==> src/rtl/lpc_pkg.sv <==
// Shared types and constants for the line position centroid block.
// Used by the interfaces, the divider and the top level; depends on nothing.
package lpc_pkg;

   localparam int NUM_SENSORS = 5;
   localparam int SAMPLE_W    = 12;
   localparam int ADC_BITS    = 12;

   // Conditioned sample and accumulator widths follow from the ADC resolution
   localparam int V_W    = ADC_BITS;
   localparam int CMP_W  = (V_W > SAMPLE_W) ? V_W : SAMPLE_W;
   localparam int SUM_W  = V_W + 3;
   localparam int WSUM_W = V_W + 11;
   localparam int DEN_W  = V_W + 10;

   localparam int WEIGHT_W = 8;
   localparam int MUL_A_W  = WEIGHT_W + 1;
   localparam int MUL_B_W  = SUM_W + 1;
   localparam int MUL_P_W  = MUL_A_W + MUL_B_W;

   localparam int IDX_W      = 3;
   localparam int CSR_IDX_W  = 3;
   localparam int CSR_DATA_W = WEIGHT_W;

   localparam int Q_FRAC    = 14;
   localparam int QUOT_W    = Q_FRAC + 1;
   localparam int DIV_CNT_W = 4;
   localparam int ERR_W     = 16;

   localparam logic [CMP_W-1:0] FULL_SCALE = CMP_W'((64'd1 << V_W) - 64'd1);

   localparam logic signed [ERR_W-1:0] Q_ONE       = ERR_W'(16384);
   localparam logic signed [ERR_W-1:0] Q_MINUS_ONE = -Q_ONE;

   localparam logic [CSR_IDX_W-1:0] CSR_DARK_MODE = CSR_IDX_W'(NUM_SENSORS);

   localparam logic signed [WEIGHT_W-1:0] WEIGHT_RESET [NUM_SENSORS] =
      '{-8'sd2, -8'sd1, 8'sd0, 8'sd1, 8'sd2};

   typedef struct packed {
      logic             start;
      logic [DEN_W-1:0] num;
      logic [DEN_W-1:0] den;
   } lpc_div_cmd_type;

   typedef struct packed {
      logic              done;
      logic [QUOT_W-1:0] quot;
   } lpc_div_rsp_type;

endpackage

==> src/rtl/lpc_if.sv <==
// Valid/ready channel interfaces for sensor requests and steering results.
// Depends on lpc_pkg for the field widths.
interface lpc_req_if import lpc_pkg::*; ();
   logic                valid;
   logic                ready;
   logic [SAMPLE_W-1:0] sample_0;
   logic [SAMPLE_W-1:0] sample_1;
   logic [SAMPLE_W-1:0] sample_2;
   logic [SAMPLE_W-1:0] sample_3;
   logic [SAMPLE_W-1:0] sample_4;

   modport source (output valid, sample_0, sample_1, sample_2, sample_3, sample_4,
                   input ready);
   modport sink   (input valid, sample_0, sample_1, sample_2, sample_3, sample_4,
                   output ready);
endinterface

interface lpc_rsp_if import lpc_pkg::*; ();
   logic                    valid;
   logic                    ready;
   logic signed [ERR_W-1:0] steer_error;
   logic                    line_seen;

   modport source (output valid, steer_error, line_seen, input ready);
   modport sink   (input valid, steer_error, line_seen, output ready);
endinterface

==> src/rtl/lpc_div.sv <==
// Restoring divider, one quotient bit per cycle, for the Q1.14 centroid ratio.
// Depends on lpc_pkg. The dividend magnitude never exceeds the divisor.
module lpc_div import lpc_pkg::*; (
   input  logic            clock,
   input  logic            reset,
   input  lpc_div_cmd_type cmd,
   output lpc_div_rsp_type rsp
);

   logic                 busy_ff, busy_in;
   logic                 done_ff, done_in;
   logic [DIV_CNT_W-1:0] cnt_ff, cnt_in;
   logic [DEN_W-1:0]     rem_ff, rem_in;
   logic [DEN_W-1:0]     den_ff, den_in;
   logic [QUOT_W-1:0]    quot_ff, quot_in;

   logic [DEN_W:0] cand;
   logic [DEN_W:0] diff;
   logic           ge;

   // First step tests the integer bit; later steps shift the remainder up
   assign cand = (cnt_ff == '0) ? {1'b0, rem_ff} : {rem_ff, 1'b0};
   assign ge   = cand >= {1'b0, den_ff};
   assign diff = cand - {1'b0, den_ff};

   always_comb begin
      busy_in = busy_ff;
      done_in = 1'b0;
      cnt_in  = cnt_ff;
      rem_in  = rem_ff;
      den_in  = den_ff;
      quot_in = quot_ff;
      if (cmd.start) begin
         busy_in = 1'b1;
         cnt_in  = '0;
         rem_in  = cmd.num;
         den_in  = cmd.den;
         quot_in = '0;
      end else if (busy_ff) begin
         quot_in = {quot_ff[QUOT_W-2:0], ge};
         rem_in  = ge ? diff[DEN_W-1:0] : cand[DEN_W-1:0];
         cnt_in  = cnt_ff + 1'b1;
         if (cnt_ff == DIV_CNT_W'(QUOT_W - 1)) begin
            busy_in = 1'b0;
            done_in = 1'b1;
         end
      end
   end

   always_ff @(posedge clock) begin
      if (reset) begin
         busy_ff <= 1'b0;
         done_ff <= 1'b0;
         cnt_ff  <= '0;
      end else begin
         busy_ff <= busy_in;
         done_ff <= done_in;
         cnt_ff  <= cnt_in;
      end
      rem_ff  <= rem_in;
      den_ff  <= den_in;
      quot_ff <= quot_in;
   end

   assign rsp.done = done_ff;
   assign rsp.quot = quot_ff;

   a_rem_below_den: assert property (@(posedge clock) disable iff (reset)
      busy_ff && cnt_ff != '0 |-> rem_ff < den_ff)
      else $error("divider remainder not below divisor");

   a_done_idle: assert property (@(posedge clock) disable iff (reset)
      done_ff |-> !busy_ff)
      else $error("divider done while still busy");

   a_no_restart: assert property (@(posedge clock) disable iff (reset)
      cmd.start |-> !busy_ff)
      else $error("divider started while busy");

endmodule

==> src/rtl/line_position_centroid.sv <==
// Line position centroid: top level with sequencer, shared multiplier and
// configuration registers. Depends on lpc_pkg, lpc_if and lpc_div.
//
// Usage:
//   req_bus carries one request of five ADC samples, taken when valid and
//   ready are high together. ready is high only while the sequencer is idle.
//   rsp_bus returns one result per request: steer_error (Q1.14) and
//   line_seen. The result sits in an output register, so the next request
//   is taken while a finished result still waits for rsp_bus.ready.
//   csr_wr_en writes csr_wdata into register csr_index: 0..4 are the signed
//   sensor weights, 5 the dark-line mode bit; other indices are ignored.
//   Write registers only while no request is in flight.
// Operation:
//   One shared 9x16 multiplier does the five multiply-accumulate steps, then
//   forms the divisor sum*maxw; a restoring divider then forms the quotient
//   one bit at a time. A lost line skips the divider. The sequencer returns
//   to idle only once the result is loaded into the output register, so a
//   new request is never taken while the last one is still in progress.
// Reset clears the sequencer, the output valid flag, the weights to -2..2,
// dark-line mode to 1 and the remembered error sign to nonnegative. A stalled
// receiver holds the result; the block finishes at most one more request and
// then waits in its output state.
module line_position_centroid import lpc_pkg::*; (
   input  logic                  clock,
   input  logic                  reset,
   lpc_req_if.sink               req_bus,
   lpc_rsp_if.source             rsp_bus,
   input  logic                  csr_wr_en,
   input  logic [CSR_IDX_W-1:0]  csr_index,
   input  logic [CSR_DATA_W-1:0] csr_wdata
);

   typedef enum logic [2:0] {
      S_IDLE,
      S_MAC,
      S_DEN,
      S_DIV,
      S_OUT
   } state_type;

   state_type state_ff, state_in;

   logic signed [WEIGHT_W-1:0] weight_ff [NUM_SENSORS];
   logic                       dark_ff;
   logic                       last_nonneg_ff, last_nonneg_in;

   logic [V_W-1:0]             v_ff [NUM_SENSORS];
   logic [V_W-1:0]             v_in [NUM_SENSORS];
   logic [IDX_W-1:0]           idx_ff, idx_in;
   logic signed [WSUM_W-1:0]   wsum_ff, wsum_in;
   logic [SUM_W-1:0]           sum_ff, sum_in;
   logic [WEIGHT_W-1:0]        maxw_ff, maxw_in;
   logic signed [ERR_W-1:0]    err_ff, err_in;
   logic                       seen_ff, seen_in;

   logic                       rsp_valid_ff, rsp_valid_in;
   logic signed [ERR_W-1:0]    rsp_err_ff, rsp_err_in;
   logic                       rsp_seen_ff, rsp_seen_in;

   logic                       accept;
   logic                       out_free;
   logic                       line_found;
   logic signed [WEIGHT_W-1:0] cur_w;
   logic [WEIGHT_W-1:0]        cur_aw;
   logic [WEIGHT_W-1:0]        maxw_eff;
   logic signed [MUL_A_W-1:0]  mul_a;
   logic signed [MUL_B_W-1:0]  mul_b;
   logic signed [MUL_P_W-1:0]  product;
   logic signed [WSUM_W-1:0]   wsum_abs;
   lpc_div_cmd_type            div_cmd;
   lpc_div_rsp_type            div_rsp;

   // Saturate to full scale, then invert for a dark line
   function automatic logic [V_W-1:0] condition(input logic [SAMPLE_W-1:0] sample,
                                                input logic dark);
      logic [CMP_W-1:0] s;
      s = CMP_W'(sample);
      if (s > FULL_SCALE) s = FULL_SCALE;
      if (dark) s = FULL_SCALE - s;
      return s[V_W-1:0];
   endfunction

   assign accept   = req_bus.valid && req_bus.ready;
   assign out_free = !rsp_valid_ff || rsp_bus.ready;

   assign req_bus.ready       = (state_ff == S_IDLE);
   assign rsp_bus.valid       = rsp_valid_ff;
   assign rsp_bus.steer_error = rsp_err_ff;
   assign rsp_bus.line_seen   = rsp_seen_ff;

   assign v_in[0] = condition(req_bus.sample_0, dark_ff);
   assign v_in[1] = condition(req_bus.sample_1, dark_ff);
   assign v_in[2] = condition(req_bus.sample_2, dark_ff);
   assign v_in[3] = condition(req_bus.sample_3, dark_ff);
   assign v_in[4] = condition(req_bus.sample_4, dark_ff);

   assign cur_w    = weight_ff[idx_ff];
   assign cur_aw   = cur_w[WEIGHT_W-1] ? WEIGHT_W'(~cur_w + 1'b1) : WEIGHT_W'(cur_w);
   assign maxw_eff = (maxw_ff == '0) ? WEIGHT_W'(1) : maxw_ff;

   // Shared multiplier: weight * sample while accumulating, maxw * sum after
   always_comb begin
      if (state_ff == S_MAC) begin
         mul_a = MUL_A_W'(cur_w);
         mul_b = $signed({{(MUL_B_W-V_W){1'b0}}, v_ff[idx_ff]});
      end else begin
         mul_a = $signed({1'b0, maxw_eff});
         mul_b = $signed({1'b0, sum_ff});
      end
   end
   assign product = mul_a * mul_b;

   assign line_found = sum_ff >= SUM_W'(2);
   assign wsum_abs   = wsum_ff[WSUM_W-1] ? -wsum_ff : wsum_ff;

   assign div_cmd.start = (state_ff == S_DEN) && line_found;
   assign div_cmd.num   = wsum_abs[DEN_W-1:0];
   assign div_cmd.den   = product[DEN_W-1:0];

   lpc_div u_div (
      .clock (clock),
      .reset (reset),
      .cmd   (div_cmd),
      .rsp   (div_rsp)
   );

   always_comb begin
      state_in       = state_ff;
      idx_in         = idx_ff;
      wsum_in        = wsum_ff;
      sum_in         = sum_ff;
      maxw_in        = maxw_ff;
      err_in         = err_ff;
      seen_in        = seen_ff;
      last_nonneg_in = last_nonneg_ff;
      rsp_err_in     = rsp_err_ff;
      rsp_seen_in    = rsp_seen_ff;
      rsp_valid_in   = rsp_bus.ready ? 1'b0 : rsp_valid_ff;
      unique case (state_ff)
         S_IDLE: begin
            if (accept) begin
               idx_in   = '0;
               wsum_in  = '0;
               sum_in   = '0;
               maxw_in  = '0;
               state_in = S_MAC;
            end
         end
         S_MAC: begin
            wsum_in = wsum_ff + product[WSUM_W-1:0];
            sum_in  = sum_ff + SUM_W'(v_ff[idx_ff]);
            if (cur_aw > maxw_ff) maxw_in = cur_aw;
            idx_in = idx_ff + 1'b1;
            if (idx_ff == IDX_W'(NUM_SENSORS - 1)) state_in = S_DEN;
         end
         S_DEN: begin
            if (line_found) begin
               state_in = S_DIV;
            end else begin
               // line lost: steer hard towards the last seen side
               err_in   = last_nonneg_ff ? Q_ONE : Q_MINUS_ONE;
               seen_in  = 1'b0;
               state_in = S_OUT;
            end
         end
         S_DIV: begin
            if (div_rsp.done) begin
               err_in   = wsum_ff[WSUM_W-1] ? -$signed({1'b0, div_rsp.quot})
                                            : $signed({1'b0, div_rsp.quot});
               seen_in  = 1'b1;
               state_in = S_OUT;
            end
         end
         S_OUT: begin
            if (out_free) begin
               rsp_valid_in = 1'b1;
               rsp_err_in   = err_ff;
               rsp_seen_in  = seen_ff;
               if (seen_ff) last_nonneg_in = !err_ff[ERR_W-1];
               state_in = S_IDLE;
            end
         end
         default: state_in = S_IDLE;
      endcase
   end

   always_ff @(posedge clock) begin
      if (reset) begin
         state_ff       <= S_IDLE;
         rsp_valid_ff   <= 1'b0;
         last_nonneg_ff <= 1'b1;
         dark_ff        <= 1'b1;
         for (int i = 0; i < NUM_SENSORS; i++) weight_ff[i] <= WEIGHT_RESET[i];
      end else begin
         state_ff       <= state_in;
         rsp_valid_ff   <= rsp_valid_in;
         last_nonneg_ff <= last_nonneg_in;
         if (csr_wr_en) begin
            if (csr_index < CSR_DARK_MODE) weight_ff[csr_index] <= $signed(csr_wdata);
            else if (csr_index == CSR_DARK_MODE) dark_ff <= csr_wdata[0];
         end
      end
      if (accept) begin
         for (int i = 0; i < NUM_SENSORS; i++) v_ff[i] <= v_in[i];
      end
      idx_ff      <= idx_in;
      wsum_ff     <= wsum_in;
      sum_ff      <= sum_in;
      maxw_ff     <= maxw_in;
      err_ff      <= err_in;
      seen_ff     <= seen_in;
      rsp_err_ff  <= rsp_err_in;
      rsp_seen_ff <= rsp_seen_in;
   end

   a_done_in_div: assert property (@(posedge clock) disable iff (reset)
      div_rsp.done |-> state_ff == S_DIV)
      else $error("divider finished outside the divide phase");

   a_lost_full_scale: assert property (@(posedge clock) disable iff (reset)
      rsp_valid_ff && !rsp_seen_ff |-> rsp_err_ff == Q_ONE || rsp_err_ff == Q_MINUS_ONE)
      else $error("lost-line result is not full scale");

   a_seen_in_range: assert property (@(posedge clock) disable iff (reset)
      rsp_valid_ff && rsp_seen_ff |-> rsp_err_ff <= Q_ONE && rsp_err_ff >= Q_MINUS_ONE)
      else $error("steering error outside Q1.14 range");

   a_accept_starts: assert property (@(posedge clock) disable iff (reset)
      accept |=> state_ff == S_MAC && idx_ff == '0 && sum_ff == '0)
      else $error("request did not start accumulation");

endmodule
==> src/flat_wrapper.sv <==
// flat-port wrapper written by rule: the top's interface ports become plain ports
module line_position_centroid_flat import lpc_pkg::*;
  (clock, reset, csr_wr_en, csr_index, csr_wdata, req_bus_valid, req_bus_sample_0, req_bus_sample_1, req_bus_sample_2, req_bus_sample_3, req_bus_sample_4, req_bus_ready, rsp_bus_valid, rsp_bus_steer_error, rsp_bus_line_seen, rsp_bus_ready);
  lpc_req_if req_bus_i ();
  lpc_rsp_if rsp_bus_i ();
  input  logic clock;
  input  logic reset;
  input  logic csr_wr_en;
  input  logic [CSR_IDX_W-1:0] csr_index;
  input  logic [CSR_DATA_W-1:0] csr_wdata;
  input wire logic [$bits(req_bus_i.valid)-1:0] req_bus_valid;
  input wire logic [$bits(req_bus_i.sample_0)-1:0] req_bus_sample_0;
  input wire logic [$bits(req_bus_i.sample_1)-1:0] req_bus_sample_1;
  input wire logic [$bits(req_bus_i.sample_2)-1:0] req_bus_sample_2;
  input wire logic [$bits(req_bus_i.sample_3)-1:0] req_bus_sample_3;
  input wire logic [$bits(req_bus_i.sample_4)-1:0] req_bus_sample_4;
  output wire logic [$bits(req_bus_i.ready)-1:0] req_bus_ready;
  output wire logic [$bits(rsp_bus_i.valid)-1:0] rsp_bus_valid;
  output wire logic [$bits(rsp_bus_i.steer_error)-1:0] rsp_bus_steer_error;
  output wire logic [$bits(rsp_bus_i.line_seen)-1:0] rsp_bus_line_seen;
  input wire logic [$bits(rsp_bus_i.ready)-1:0] rsp_bus_ready;
  assign req_bus_i.valid = req_bus_valid;
  assign req_bus_i.sample_0 = req_bus_sample_0;
  assign req_bus_i.sample_1 = req_bus_sample_1;
  assign req_bus_i.sample_2 = req_bus_sample_2;
  assign req_bus_i.sample_3 = req_bus_sample_3;
  assign req_bus_i.sample_4 = req_bus_sample_4;
  assign req_bus_ready = req_bus_i.ready;
  assign rsp_bus_valid = rsp_bus_i.valid;
  assign rsp_bus_steer_error = rsp_bus_i.steer_error;
  assign rsp_bus_line_seen = rsp_bus_i.line_seen;
  assign rsp_bus_i.ready = rsp_bus_ready;
  line_position_centroid u_core (.clock(clock), .reset(reset), .req_bus(req_bus_i), .rsp_bus(rsp_bus_i), .csr_wr_en(csr_wr_en), .csr_index(csr_index), .csr_wdata(csr_wdata));
endmodule
==> config.mk <==
export PLATFORM = sky130hd
export DESIGN_NAME = line_position_centroid_flat
export DESIGN_NICKNAME = d
export VERILOG_FILES = /design/src/rtl/lpc_pkg.sv /design/src/rtl/lpc_if.sv /design/src/rtl/lpc_div.sv /design/src/rtl/line_position_centroid.sv /design/src/flat_wrapper.sv
export SDC_FILE = /design/constraint.sdc
export NUM_CORES = 1
export LEC_CHECK = 0
export BUFFER_PORTS_ARGS = -buffer_cell sky130_fd_sc_hd__buf_2
export CORE_ASPECT_RATIO = 1.4
export CORE_MARGIN = 1
export CORE_UTILIZATION = 63
export CTS_BUF_LIST = sky130_fd_sc_hd__clkbuf_8 sky130_fd_sc_hd__clkbuf_16
export DETAILED_ROUTE_END_ITERATION = 8
export PLACE_DENSITY = 0.82
export SLEW_MARGIN = 20
export SYNTH_ARGS = -nofsm -noshare
export SYNTH_HDL_FRONTEND = slang
export SYNTH_SLANG_ARGS = --single-unit
==> constraint.sdc <==
create_clock -name clock -period 17.9 [get_ports clock]
set_input_delay 1.79 -clock clock [delete_from_list [all_inputs] [get_ports clock]]
set_output_delay 1.79 -clock clock [all_outputs]
set_load 0.02 [all_outputs]
Word level (Yosys, flattened, before mapping)
Memories as Yosys holds them, arrays and structs flattened. A register that Yosys moved wholly into a read port is not among the register bits.
Index checks and enable logic that the tools add are counted.
{"block": "classes", "magnitude_cmp": 9, "multipliers": 1, "n_eq_ne": 13, "n_mux": 62, "n_bitwise": 3, "reduce_logical": 21, "addsub": 13}
{"op": "12-bit 2-to-1 mux", "n": 10}
{"op": "22-bit 2-to-1 mux", "n": 4}
{"op": "16-bit 2-to-1 mux", "n": 4}
{"op": "12-bit > comparator (second input constant)", "n": 5}
{"op": "12-bit subtractor (first input constant)", "n": 5}
{"op": "23-bit 2-to-1 mux", "n": 2}
{"op": "23-bit case mux with 2 select lines", "n": 1}
{"op": "8-bit 2-to-1 mux", "n": 5}
{"op": "16-bit case mux with 2 select lines", "n": 1}
{"op": "15-bit 2-to-1 mux", "n": 2}
{"op": "15-bit case mux with 2 select lines", "n": 1}
{"op": "3-bit 2-to-1 mux", "n": 9}
{"op": "23-bit adder", "n": 1}
{"op": "23-bit by 22-bit greater-or-equal comparator with 1-bit output", "n": 1}
{"op": "9-bit by 16-bit multiplier with 23-bit output", "n": 1}
{"op": "22-bit negation", "n": 1}
{"op": "22-bit subtractor", "n": 1}
{"op": "1-bit 2-to-1 mux", "n": 18}
{"op": "15-bit negation with 16-bit output", "n": 1}
{"op": "8-bit case mux with 2 select lines", "n": 1}
{"op": "15-bit by 12-bit adder with 15-bit output", "n": 1}
{"op": "15-bit by 2-bit greater-or-equal comparator with 1-bit output (second input constant)", "n": 1}
{"op": "3-bit case mux with 5 select lines", "n": 1}
{"op": "3-bit AND reduction", "n": 4}
{"op": "other kinds (28)", "n": 41}
{"block": "word_totals", "memories": 2, "wordCells": 142, "mem_bits_rw": 100, "reg_bits": 154}
{"memory": "u_core.v_ff", "depth": 5, "width": 12, "rd": 1, "rd_clocked_by_memory_dff": 1, "wr": 5, "line_no": "line_position_centroid.sv:47", "rtl": "logic [V_W-1:0] v_ff [NUM_SENSORS];"}
{"memory": "u_core.weight_ff", "depth": 5, "width": 8, "rd": 1, "rd_clocked_by_memory_dff": 1, "wr": 5, "line_no": "line_position_centroid.sv:43", "rtl": "logic signed [WEIGHT_W-1:0] weight_ff [NUM_SENSORS];"}

Logic depth before layout (Yosys ltp)
{"block": "logic_depth", "depth_word": 7, "ltp_mapped": 36, "depth_no_buf": 34}

By module
From an unflattened synthesis, not the netlist that was laid out.
{"block": "hier_totals", "cells_unflattened": 1874, "hier_area_um2": 20020.5}
{"mod": "line_position_centroid", "area_per_inst_um2": 15966.6, "instances": 1, "cells_per_inst": 1429, "seq_area_each_um2": 6396.1}
{"mod": "lpc_div", "area_per_inst_um2": 4053.9, "instances": 1, "cells_per_inst": 445, "seq_area_each_um2": 1741.7}

Worst setup path after synthesis
Ideal clock, no wire load.
{"block": "synth_timing", "path_kind": "register to register", "from": "reg with a tool-made name", "to": "reg u_core.wsum_ff[22] (data pin)", "period_less_slack_ps": 7575, "path_stages_with_launch": 34, "path_slack_ps": 10325, "arrival_time_ps": 7309, "required_time_ps": 17634, "path_cell_list": "dfxtp_1 -> clkbuf_2 -> buf_1 -> mux4_2 -> mux2_2 -> mux2i_1 -> inv_1 -> nand2b_1 -> fa_1 -> fa_1 -> inv_1 -> fa_1 -> fa_1 -> inv_1 -> fa_1 -> inv_1 -> ha_1 -> o21ai_0 -> nor2_1 -> o31a_1 -> o21ai_0 -> nand2b_1 -> a21o_1 -> a21oi_1 -> xnor2_1 -> ha_1 -> a21o_1 -> a21oi_1 -> inv_1 -> o21ai_0 -> a31oi_1 -> xnor2_1 -> xnor2_1 -> nor2_1"}
{"item": "end signal, assigned", "line_no": "line_position_centroid.sv:207", "rtl": "wsum_ff <= wsum_in;"}
{"item": "end, declared", "line_no": "line_position_centroid.sv:50", "rtl": "logic signed [WSUM_W-1:0] wsum_ff, wsum_in;"}

==> results.cfg <==
[outcome]
status = finished clean

[global_route]
grt_overflow_total = 0
grt.total_usage = 0.256
grt_max_degree = 72
grt_pass1_wl_mm = 64.7
antenna_found_initial = 0
grt_pass1_vias = 13800

[cts]
cts_tree = built
cts_inserted_buffers = 27
cts_hold_buf = 0
cts_resized = 0
clk_pin_slew_ns = 0.06
clock_path_buffers = 3
clock_sinks = 281
htreeDepth = 1
cts_root_buf = clkbuf_16
insertion_delay_ns = 0.56
cts_post_setup_buffers_inserted = 0

[setup_path]
crit_type = reg -> reg
critPathMaxStageDelay_ns = 0.71
critPathArrivalTime_ns = 9.37
startpoint_type = flip-flop
worstRegToRegCells = 31
endpoint_kind = flip-flop
cpMostUsedCell = fa_1
worst_ep_required_time_ns = 18.19
rr_endpoint = u_core.wsum_ff[22]
slowest_stage = mux2i_1
critPathMaxFanout = 28
rrSetupSlack_ns = 8.81

[detailed_routing]
drt-initial-drc-count = 567
drc = 0
top_layer = met4
first_pass_iters = 5
wl_per_cell_um = 17.3
wirelength_mm = 39.2
vias = 13200
met3_length_mm = 1.44
m1WireLength_mm = 15.4
wl_met2_mm = 21.2
ant_nets = 0
viasPerCell = 5.80

[floorplanning]
core-area_um2 = 30200
die_h_um = 210
dieArea_um2 = 31700
start_util = 0.646
io_pins = 95
die-width_um = 151
rows = 75

[layout]
final_core_util = 0.704
area_growth_pct = 8.96
nFillCells = 2125
nNetsFinal = 2167
final_cells = 2270
antenna_cells = 0
drive_above_1_share = 0.127

[placement]
port_buffers = 94
dp_hpwl_mm = 29.6
gp_congestion = 0.910
dp_cells = 2222

[sta]
post-route-period-util = 0.508
fin_crit_ns = 9.09
hold_viol_final = 0
fmax_ghz = 0.110
setup_viol = 0
max_slew_margin = 0.230
rsz0062_at_grt = false
final.setup_skew_ns = 0.0136
worst_pin_slew_ns = 1.16
tns_ns = 0
drv_slew = 0

[synth]
synth_top_cell_by_area = edfxtp_1
ys_seq_area_frac = 0.417
yosys_warnings = 0
synth_most_common_cell = edfxtp_1
synthTopCellsByArea = edfxtp_1, fa_1, ha_1
synthFlopType = edfxtp_1
synth_area_um2 = 19500
synth.distinct_cells = 70
synth_cells = 1764
synth_common_cells = edfxtp_1, nor2_1, inv_1
synthArstFlopShare = 0
yosys_register_bits = 281
synth_top_area_frac = 0.386
synth_edf_count = 251
syn_area_per_cell_um2 = 11.1

[hold_path]
min_path_type = reg -> reg
min_from = u_core.err_ff[14]
worst_hold_path.endpoint = u_core.rsp_bus.steer_error[14]
hold_path_depth = 0

[run]
maxCapViolations = 0
[worst max-delay path, delay by kind of cell, from the launching register on]
family                   cells  cell delay (ns)
multiplexers                 2             1.28
flip-flops                   1             0.70
AO/OA/AOI/OAI               11             2.15
XOR/XNOR                     3             0.56
AND/OR/NAND/NOR              3             0.51
buffers and inverters        5             0.41
adder cells (fa/ha/maj)      7             3.18
[worst max-delay path by stage]
stage                         endpoint  depth (start not counted)
floorplan           u_core.wsum_ff[22]                         33
global placement    u_core.wsum_ff[22]                         31
detailed placement  u_core.wsum_ff[22]                         31
CTS                 u_core.wsum_ff[22]                         31
global route        u_core.wsum_ff[22]                         31
finish              u_core.wsum_ff[22]                         31
[sequential cells by signal, indices dropped and copies added (netlist names), 4 cells and up, named ones only]
signal,flops
u_core.v_ff,60
u_core.rsp_bus.steer_error,16
u_core.wsum_ff,23
u_core.maxw_ff,8
u_core.err_ff,16
u_core.sum_ff,15
u_core.u_div.cnt_ff,4
u_core.u_div.quot_ff,15
u_core.u_div.den_ff,22
u_core.u_div.rem_ff,22
u_core.weight_ff,64
[area by class of cell]
class / count / area, um2 / share of cell area
Clock buffer: 28 / 689 / 0.0324
Clock inverter: 20 / 133 / 0.00623
Inverter: 147 / 552 / 0.0259
Multi-Input combinational cell: 1296 / 10700 / 0.501
Sequential cell: 281 / 8150 / 0.383
Tap cell: 385 / 482 / 0.0226
Timing Repair Buffer: 113 / 613 / 0.0288
[cells by family (layout without fill, tap and decap cells)]
logic type | Yosys count | in the layout | share of synthesized area
AO/OA/AOI/OAI | 260 | 260 | 0.0863
flip-flops | 281 | 281 | 0.417
AND/OR/NAND/NOR | 510 | 510 | 0.123
multiplexers | 111 | 111 | 0.0765
other | 1 | 24 | 0.000192
buffers and inverters | 210 | 308 | 0.0422
adder cells (fa/ha/maj) | 225 | 225 | 0.181
XOR/XNOR | 166 | 166 | 0.0744
[metal layers]
| metal | global-route usage | up-vias |
|---|---|---|
| met1 | 0.293 | 6405 |
| met4 | 0.0945 | 0 |
| met2 | 0.485 | 326 |
| met5 | 0 | - |
| li1 | - | 6352 |
| met3 | 0.0247 | 89 |
[placed cells by master (no fill, tap or decap), drive strengths merged, types with 30 or more instances in the layout]
cell,Yosys,layout
o21ai,48,48
xor2,102,102
and2,38,38
edfxtp,251,251
nand2b,32,32
nor2,201,201
buf,17,113
fa,95,95
xnor2,64,64
dfxtp,30,30
mux2i,57,57
nand2,104,104
a21oi,86,86
inv,145,156
ha,130,130
a21o,39,39
[per-stage QoR]
stage          hold WS [ns]  setup slack, ns  instance area [um2]
3_3_place_gp          0.401             8.88                20500
4_1_cts               0.420             8.55                21300
2_1_floorplan         0.400            10.32                19600
3_5_place_dp          0.405             8.56                20500
6_report              0.419             8.81                21300
5_1_grt               0.431             8.11                21300
Power is left out: the tool's default activity adds up to more than one toggle a clock period on the data nets, which glitch-free logic cannot reach.
